==> config.mk <==
export PLATFORM = sky130hd
export DESIGN_NAME = mahs_classify
export DESIGN_NICKNAME = d
export VERILOG_FILES = /design/src/rtl/core/mail_address_header_split_defines.svh /design/src/rtl/core/mahs_pkg.sv /design/src/rtl/core/mahs_classify.sv
export SDC_FILE = /design/constraint.sdc
export NUM_CORES = 1
export LEC_CHECK = 0
export BUFFER_PORTS_ARGS = -buffer_cell sky130_fd_sc_hd__buf_2
export CAP_MARGIN = 40
export CORE_AREA = 2 2 39 41
export DETAILED_ROUTE_END_ITERATION = 8
export DIE_AREA = 0 0 41 43
export PLACE_DENSITY = 0.33
export REMOVE_ABC_BUFFERS = 1
export SLEW_MARGIN = 20
export SYNTH_ARGS = -nofsm -noshare
export SYNTH_HDL_FRONTEND = slang
export SYNTH_SLANG_ARGS = --single-unit
==> constraint.sdc <==
create_clock -name vclk -period 0.8
set_clock_uncertainty 0.2 [all_clocks]
set_input_delay 0.04 -clock vclk [all_inputs]
set_output_delay 0.04 -clock vclk [all_outputs]
set_load 0.01 [all_outputs]
==> src/rtl/core/mail_address_header_split_defines.svh <==
// ----------------------------------------------------------------------------
// mail_address_header_split_defines: assertion macros
// Concurrent assertion wrappers, compiled out when ASSERT_OFF is set.
// ----------------------------------------------------------------------------
`ifndef MAIL_ADDRESS_HEADER_SPLIT_DEFINES_SVH
`define MAIL_ADDRESS_HEADER_SPLIT_DEFINES_SVH

`ifndef ASSERT_OFF
// property that must hold at every edge outside reset
`define MAHS_ASSERT(label, clk, rst_n, prop, msg) \
    label: assert property (@(posedge clk) disable iff (!rst_n) prop) else $error(msg);
// overlapping implication
`define MAHS_ASSERT_IMP(label, clk, rst_n, ante, cons, msg) \
    label: assert property (@(posedge clk) disable iff (!rst_n) (ante) |-> cons) \
        else $error(msg);
`else
`define MAHS_ASSERT(label, clk, rst_n, prop, msg)
`define MAHS_ASSERT_IMP(label, clk, rst_n, ante, cons, msg)
`endif

`endif

==> src/rtl/core/mahs_pkg.sv <==
// ----------------------------------------------------------------------------
// mahs_pkg: shared types and constants
// Character codes, byte class flags and result codes of the header splitter.
// ----------------------------------------------------------------------------
`default_nettype none

package mahs_pkg;

    // commands
    localparam logic CMD_APPEND = 1'b0;
    localparam logic CMD_FETCH  = 1'b1;

    // result status
    localparam logic [1:0] STATUS_BYTE  = 2'd0;
    localparam logic [1:0] STATUS_EMPTY = 2'd1;
    localparam logic [1:0] STATUS_NONE  = 2'd2;

    // result part
    localparam logic PART_NAME = 1'b0;
    localparam logic PART_ADDR = 1'b1;

    // characters
    localparam logic [7:0] CH_NUL   = 8'h00;
    localparam logic [7:0] CH_TAB   = 8'h09;
    localparam logic [7:0] CH_CR    = 8'h0D;
    localparam logic [7:0] CH_SPACE = 8'h20;
    localparam logic [7:0] CH_LT    = 8'h3C;
    localparam logic [7:0] CH_GT    = 8'h3E;
    localparam logic [7:0] CH_LP    = 8'h28;
    localparam logic [7:0] CH_RP    = 8'h29;

    // byte classes
    typedef struct packed {
        logic zero;     // string terminator
        logic lt;
        logic gt;
        logic lp;
        logic rp;
        logic ws;       // tab..cr or space
        logic ctrl;     // below space
        logic le_space; // at or below space
    } t_cls;

endpackage

`default_nettype wire

==> src/rtl/core/mahs_classify.sv <==
// ----------------------------------------------------------------------------
// mahs_classify: byte classifier
// Shared compare unit: flags delimiters, whitespace and control bytes.
// ----------------------------------------------------------------------------
`default_nettype none

module mahs_classify (
    input  wire logic [7:0]     i_byte,
    output mahs_pkg::t_cls      o_cls
);

    always_comb begin
        o_cls.zero     = (i_byte == mahs_pkg::CH_NUL);
        o_cls.lt       = (i_byte == mahs_pkg::CH_LT);
        o_cls.gt       = (i_byte == mahs_pkg::CH_GT);
        o_cls.lp       = (i_byte == mahs_pkg::CH_LP);
        o_cls.rp       = (i_byte == mahs_pkg::CH_RP);
        o_cls.ws       = i_byte inside {[mahs_pkg::CH_TAB:mahs_pkg::CH_CR], mahs_pkg::CH_SPACE};
        o_cls.ctrl     = (i_byte < mahs_pkg::CH_SPACE);
        o_cls.le_space = (i_byte <= mahs_pkg::CH_SPACE);
    end

endmodule

`default_nettype wire

Yosys cells after proc, flatten, opt, wreduce, memory -nomap -nowiden
Cells that the tools add are included.

Input port bits: 8. Register bits after elaboration: 0. Word-level logic and storage cells: 12.

Equal/unequal tests: 5. Reductions and logical operators: 3. $lt $le $gt $ge: 4.

Operator list (count): equality test 8 x 6 -> 1 bit, second input constant (5); greater-or-equal comparator 8 x 4 -> 1 bit, second input constant (1); <= comparator 8 x 4 -> 1 bit, second input constant (1); <= comparator 8 x 6 -> 1 bit, second input constant (1); logical NOT 8 bit (1); < comparator 8 x 6 -> 1 bit, second input constant (1); nonzero test 2 bit (1); logical AND 1 bit (1).

Depth between registers and ports, before layout
Gate-level depths: netlist (run 1).

Depth after elaboration: 3. Mapped depth: 3. Mapped depth without buffers: 3.

Least setup slack after synthesis (run 1)
OpenSTA, ideal clock, no wires.

Kind: input -> output. From: in i_byte[7]. To: out o_cls[3] (netlist name). Required time: 560 ps. Buffers on the path: 0. Stages on the path: 3. Path slack: -77 ps. Arrival: 637 ps. Cell sequence: nor2_1 > nand3_2 > nor3b_1.

RTL lines: start, declared (line mahs_classify.sv:8) `input wire logic [7:0] i_byte,`; end, declared (line mahs_classify.sv:9) `output mahs_pkg::t_cls o_cls`.

==> results of run 1 <==
routing by layer:
metal,GRT usage (%),vias to the layer above
li1,-,124
met1,10.16,109
met2,10.94,8
met3,0.5236,0
met4,0,0
met5,0,-
through the flow:
stage / TNS, ns / total power, uW / cells / utilization (%) / hold slack [ns]
finish: -0.9874 / 149.9 / 57 / 28.12 / 0.1560
global route: -1.507 / 161.2 / 57 / 28.12 / 0.1739
CTS: -1.050 / 136.3 / 57 / 25.95 / 0.1642
detailed placement: -1.864 / 87.92 / 56 / 18.81 / 0.2053
global placement: -1.916 / 88.96 / 56 / 18.81 / 0.2228
floorplan: -0.3502 / 31.21 / 21 / - / -0.08705
report_power, final:
part           total [uW]  switching [uW]  internal [uW]
Sequential              0               0              0
Combinational         150            64.1           85.8
Clock                   0               0              0
Total                 150            64.1           85.8
logic make-up (layout without fill, tap and decap cells):
family	Yosys count	after routing	share of synthesized area, %
buffers and inverters	0	20	0
and+or+nand+nor	17	17	80.92
AOI/OAI and AO/OA	4	4	19.09
layout by cell type, fill, tap and decap left out:
| cell | n |
|---|---|
| a21boi_1 | 1 |
| a21oi_1 | 1 |
| and2_4 | 1 |
| and2b_2 | 1 |
| and3_1 | 1 |
| buf_2 | 9 |
| buf_4 | 4 |
| buf_6 | 2 |
| buf_8 | 5 |
| nand2_1 | 1 |
| nand2b_1 | 1 |
| nand3_2 | 1 |
| nand4_1 | 1 |
| nor2_4 | 2 |
| nor3_1 | 1 |
| nor3_2 | 2 |
| nor3_4 | 2 |
| nor3b_2 | 2 |
| nor4b_2 | 1 |
| o211ai_1 | 1 |
| o22ai_1 | 1 |
layout make-up:
class	instances	area, um2	area share [%]
timing repair buffer	20	172.7	44.37
multi-input combinational	21	196.4	50.48
tap	16	20.02	5.145
worst max-delay path: stages:
cell     delay (ns)
buf_8          0.11
nor2_4         0.13
nand4_1        0.16
nor3b_2        0.18
buf_2          0.15
timing repair:
item,in CTS,in global routing
buffers inserted,1,0
pin swaps,10,6
endpoints found under the setup margin,8,8
gates resized for setup,24,8
worst paths after layout:
| path | end |
|---|---|
| max | o_cls[5] |
| min | o_cls[0] |
==> flow_summary.toml, run 1 <==
[drt]
drt_iter0_drc = 3
highest_layer = "met3"
vias_per_cell = 4.228
vias = 241
detail_route.wl_per_cell_um = 10.33
wl_met1_um = 246
wirelength_um = 589
drtPass1Iterations = 3
drcViolationCount = 0
drtAntennaViolNets = 0
dr_wl_met3_um = 49
dr_wl_met2_um = 293

[global_routing]
grt-ovfl-total = 0
grt_max_degree = 7
grt_first_pass_wirelength_um = 897
antenna_found_initial = 0
grt_pass1_vias = 207
grtUsageTotal_pct = 6.800

[clock_tree]
ctsHoldBuffers = 0

[floorplanning]
core_um2 = 1384
start_util_pct = 9.946
die-width_um = 41
ioPinCount = 16
dieArea_um2 = 1763
die_y_um = 43
num_rows = 14

[timing]
slew_violations = 0
hold_viol = 0
timing.final.ws_setup_ns = -0.1979
final.period_utilization_pct = 124.7
finalCriticalPeriod_ns = 0.9979
fmax_mhz = 1002
finalSetupViolCount = 8
worstMarginPinSlew_ns = 0.2193
rsz0062_at_grt = "yes"
slew_headroom_pct = 85.27

[layout]
clkbuf_count = 0
nFlopsAndLatches = 0
drive_above_1_share_pct = 78.05
fillers = 158
nNetsFinal = 51
synthToLayoutAreaGrowth_pct = 182.7
antennaDiodeCount = 0
stdcell_area_um2 = 389.1
ff_latch_area_um2 = 0

[power]
vdd_ir_drop_max_v = 0.00007574
leakage_uw = 0.0001648
cellPowerDensity_nw_per_um2 = 385.2

[worst_setup_path]
critPathKind = "in -> out"
cp-startpoint = "i_byte[6]"
cp_max_fo = 3
worstPathArrival_ns = 0.76
endpoint_kind = "primary output"
required_ns = 0.56
start_kind = "input pin"

[outcome]
violations = "setup timing"
status = "finished, violations left"

[yosys]
synthMostInstantiatedCell = "nor3_1"
avgSynthCellArea_um2 = 6.554
yosysSeqAreaShare_pct = 0
yosysTopAreaCell = "nor3_1"
synth_cell_type_count = 16
yosys.area.top_type_share_pct = 18.18
yosysWarnings = 0
synthCells = 21
synth_common_cells = "nor3_1 (5), nor2_1 (2)"
syn-cell-area_um2 = 137.6
synth.area.top_cells = "nor3_1 (18%), nor3b_2 (9.1%), nand3_2 (7.3%)"

[worst_hold_path]
min_from = "i_byte[5]"
hold_class = "in -> out"
hold_path_depth = 3

[placement]
dpl_worst_slack_ns = -0.3063
place_area_um2 = 260.3
routabilityCongestion = 0.5967
place_hpwl_um = 457.2
portBuffers = 16

[job]
drv_cap = 0
Power figures use the tool's default switching activity.
==> inputs of run 2 (changes only) <==
==> constraint.sdc (replaced) <==
create_clock -name vclk -period 0.8
set_clock_uncertainty 0.2 [all_clocks]
set_input_delay 0.16 -clock vclk [all_inputs]
set_output_delay 0.16 -clock vclk [all_outputs]
set_load 0.01 [all_outputs]
==> run 2 against run 1 <==
Final area shrank 3.9%. Via count fell by 0.41%. Setup slack worse by 0.22 ns. Critical path depth stayed put. Hold slack better by 0.24 ns. Maximum frequency down 18%. Flip-flop and latch count did not move. The run still ends with setup timing left. Highest routed layer unchanged. Largest cell class unchanged. Die area stayed put.
==> flow_summary.toml, run 2 (synthesis results as in run 1) <==
[outcome]
status = "finished, violations left"
violations = "setup timing"

[drt]
detail_route.wl_per_cell_um = 9.439
drcViolationCount = 0
drt_iter0_drc = 0
vias = 240
wirelength_um = 538
drtPass1Iterations = 1
drtAntennaViolNets = 0
vias_per_cell = 4.211

[floorplanning]
die_y_um = 43
ioPinCount = 16
num_rows = 14
start_util_pct = 9.946
die-width_um = 41
dieArea_um2 = 1763
core_um2 = 1384

[layout]
clkbuf_count = 0
fillers = 157
ff_latch_area_um2 = 0
mostFrequentLayoutCell = "buf_2"
drive_above_1_share_pct = 75.61
synthToLayoutAreaGrowth_pct = 171.8
mostFrequentLayoutCells = "buf_2 (10), buf_8 (4), buf_4 (4)"
nNetsFinal = 51
stdcell_area_um2 = 374.1
antennaDiodeCount = 0
nFlopsAndLatches = 0

[global_routing]
grt_pass1_vias = 193
grt-ovfl-total = 0
antenna_found_initial = 0
grtUsageTotal_pct = 5.606
grt_first_pass_wirelength_um = 745
grt_max_degree = 7

[timing]
hold_viol = 0
worstMarginPinSlew_ns = 0.2087
hold_ws_ns = 0.3989
final.period_utilization_pct = 151.9
finalSetupViolCount = 8
slew_headroom_pct = 85.98
rsz0062_at_grt = "yes"
timing.final.ws_setup_ns = -0.4153
finalCriticalPeriod_ns = 1.215
slew_violations = 0
fmax_mhz = 822.8

[clock_tree]
ctsHoldBuffers = 0
post_cts_buffers = 0

[placement]
place_area_um2 = 267.8
dpl_worst_slack_ns = -0.5226
place_hpwl_um = 441
routabilityCongestion = 0.6705
portBuffers = 16

[worst_hold_path]
hold_class = "in -> out"

[worst_setup_path]
start_kind = "input pin"
worstPathArrival_ns = 0.86
critPathKind = "in -> out"
cp_max_fo = 5
endpoint_kind = "primary output"
required_ns = 0.44

[job]
drv_cap = 0

[power]
cellPowerDensity_nw_per_um2 = 379.9
leakage_uw = 0.0001591
vdd_ir_drop_max_v = 0.00008489
total_power_uw = 142.1
==> run 2: cell counts in the layout (fill, tap and decap cells not counted) <==
No cell type changed its count.
==> run 2: layout make-up <==
type / count / area [um2] / share of cell area (%)
timing repair buffer: 20 / 162.7 / 43.48
multi-input combinational: 21 / 191.4 / 51.17
tap: 16 / 20.02 / 5.351
==> run 2: worst max-delay path: stages <==
cell and delay [ns]:
buf_8 0.10, and2b_2 0.20, o211ai_1 0.08, o22ai_1 0.16
buf_2 0.15
==> run 2: timing repair <==
item | 4_1_cts | 5_1_grt
endpoints found under the setup margin | 8 | 8
gates resized for setup | 25 | 1
pin swaps | 11 | 4
==> run 2: metal layers <==
layer  GRT usage, %  share of wire [%]
met4              0                  0
met1          9.236                 46
met5              0                  0
met2          8.438                 46
met3              0                7.4
==> run 2: final timing paths <==
path       from        to  cells after the start
min   i_byte[5]  o_cls[0]                      3
max   i_byte[5]  o_cls[2]                      5
==> run 2: metrics by stage <==
stage,cells,utilization [%],TNS [ns]
final,57,27.03,-2.826
after floorplan,21,-,-2.083
after global placement,57,19.35,-3.878
after global routing,57,27.03,-3.278
after CTS,57,26.76,-2.940
after detailed placement,57,19.35,-3.627
==> run 2: report_power, final <==
part / switching (uW) / internal (uW)
logic: 61.8 / 80.3
registers: 0 / 0
clock network: 0 / 0
total: 61.8 / 80.3
==> inputs of run 3 (changes only) <==
--- a/config.mk
+++ b/config.mk
@@ -5,12 +5,12 @@
 export SDC_FILE = /design/constraint.sdc
 export NUM_CORES = 1
 export LEC_CHECK = 0
-export BUFFER_PORTS_ARGS = -buffer_cell sky130_fd_sc_hd__buf_2
+export BUFFER_PORTS_ARGS = -buffer_cell sky130_fd_sc_hd__buf_4
 export CAP_MARGIN = 40
 export CORE_AREA = 2 2 39 41
 export DETAILED_ROUTE_END_ITERATION = 8
 export DIE_AREA = 0 0 41 43
-export PLACE_DENSITY = 0.33
+export PLACE_DENSITY = 0.32
 export REMOVE_ABC_BUFFERS = 1
 export SLEW_MARGIN = 20
 export SYNTH_ARGS = -nofsm -noshare
==> constraint.sdc (replaced) <==
create_clock -name vclk -period 1.2
set_clock_uncertainty 0.2 [all_clocks]
set_input_delay 0.24 -clock vclk [all_inputs]
set_output_delay 0.24 -clock vclk [all_outputs]
set_load 0.01 [all_outputs]
==> run 3 against run 2 <==
The run still ends with setup timing left. Via count grew 5.0%. Critical path depth stayed put. Global-route usage grew 1.8 points. Hold slack improved by 0.17 ns. Combinational power fell by 23%. Largest cell class is now non-clock buffers. Highest routed layer unchanged.
==> flow_summary.toml, run 3 (synthesis results as in run 1) <==
[placement]
dpl_worst_slack_ns = -0.3049
dp.cells = 56
routabilityCongestion = 0.6917
portBuffers = 16
place_hpwl_um = 492.3

[outcome]
status = "finished, violations left"
violations = "setup timing"

[layout]
synthToLayoutAreaGrowth_pct = 211.8
nNetsFinal = 52
clkbuf_count = 0
antennaDiodeCount = 0
nFlopsAndLatches = 0
multiInputGateArea_um2 = 197.7
fillers = 150
final_cells = 58
utilization_pct = 31.01
mostFrequentLayoutCells = "buf_4 (14), buf_8 (5)"
ff_latch_area_um2 = 0
mostFrequentLayoutCell = "buf_4"
drive_above_1_share_pct = 78.57

[floorplanning]
dieArea_um2 = 1763
die-width_um = 41
ioPinCount = 16
start_util_pct = 9.946
num_rows = 14
core_um2 = 1384
die_y_um = 43

[worst_setup_path]
endpoint_kind = "primary output"
start_kind = "input pin"
cp_max_fo = 5
required_ns = 0.76
critPathKind = "in -> out"
cp-startpoint = "i_byte[5]"
worstPathArrival_ns = 0.96

[drt]
vias = 252
drtAntennaViolNets = 0
detail_route.wl_per_cell_um = 10.62
wirelength_um = 616
drtPass1Iterations = 4
drt_iter0_drc = 2
vias_per_cell = 4.345
drcViolationCount = 0

[timing]
worstMarginPinSlew_ns = 0.2218
hold_viol = 0
final.period_utilization_pct = 116.3
fmax_mhz = 716.3
timing.final.ws_setup_ns = -0.1961
rsz0062_at_grt = "yes"
finalSetupViolCount = 8
slew_headroom_pct = 85.15
slew_violations = 0
finalCriticalPeriod_ns = 1.396

[global_routing]
grt_pass1_vias = 234
grt_max_degree = 7
grtUsageTotal_pct = 7.400
antenna_found_initial = 0
grt-ovfl-total = 0
grt_first_pass_wirelength_um = 966

[power]
leakage_uw = 0.0001750
vdd_ir_drop_max_v = 0.00005585
cellPowerDensity_nw_per_um2 = 255.2

[worst_hold_path]
hold_class = "in -> out"
min_from = "i_byte[5]"

[job]
drv_cap = 0

[clock_tree]
ctsHoldBuffers = 0
==> run 3: final timing paths <==
| kind | end | slack, ns | depth (start not counted) |
|---|---|---|---|
| min | o_cls[0] | 0.57 | 3 |
| max | o_cls[2] | -0.20 | 5 |
==> run 3: worst max-delay path: stages <==
cell	delay (ns)
buf_8	0.10
and2b_2	0.22
o211ai_1	0.09
o22ai_1	0.16
buf_4	0.14
==> run 3: stage by stage <==
stage / power [uW] / instance area (um2) / hold slack [ns] / setup TNS [ns]
finish: 109.5 / 429.2 / 0.5708 / -0.9740
global route: 117.6 / 429.2 / 0.5900 / -1.497
CTS: 97.34 / 390.4 / 0.5711 / -1.059
detailed placement: 68.95 / 300.3 / 0.5968 / -1.842
global placement: 67.63 / 300.3 / 0.5994 / -1.797
floorplan: 20.80 / 137.6 / 0.3130 / -0.3502
==> run 3: cell type report <==
cell class,instances,share of cell area (%)
multi-input cells,21,46.06
well taps,16,4.665
repair buffers,21,49.27
==> run 3: where the power goes <==
part | internal, uW | switching, uW | total, uW
combinational | 66.3 | 43.2 | 110
sequential | 0 | 0 | 0
clock | 0 | 0 | 0
total | 66.3 | 43.2 | 110
==> run 3: per-layer routing <==
layer  track usage, %  share of wire, %
met3                0               5.2
met5                0                 0
met4                0                 0
met2            13.75                58
met1            9.524                37
==> run 3: timing repair <==
action / 4_1_cts / 5_1_grt
resized for setup: 20 / 6
buffers inserted: 0 / 2
pin swaps: 10 / 5
setup endpoints to repair: 8 / 8
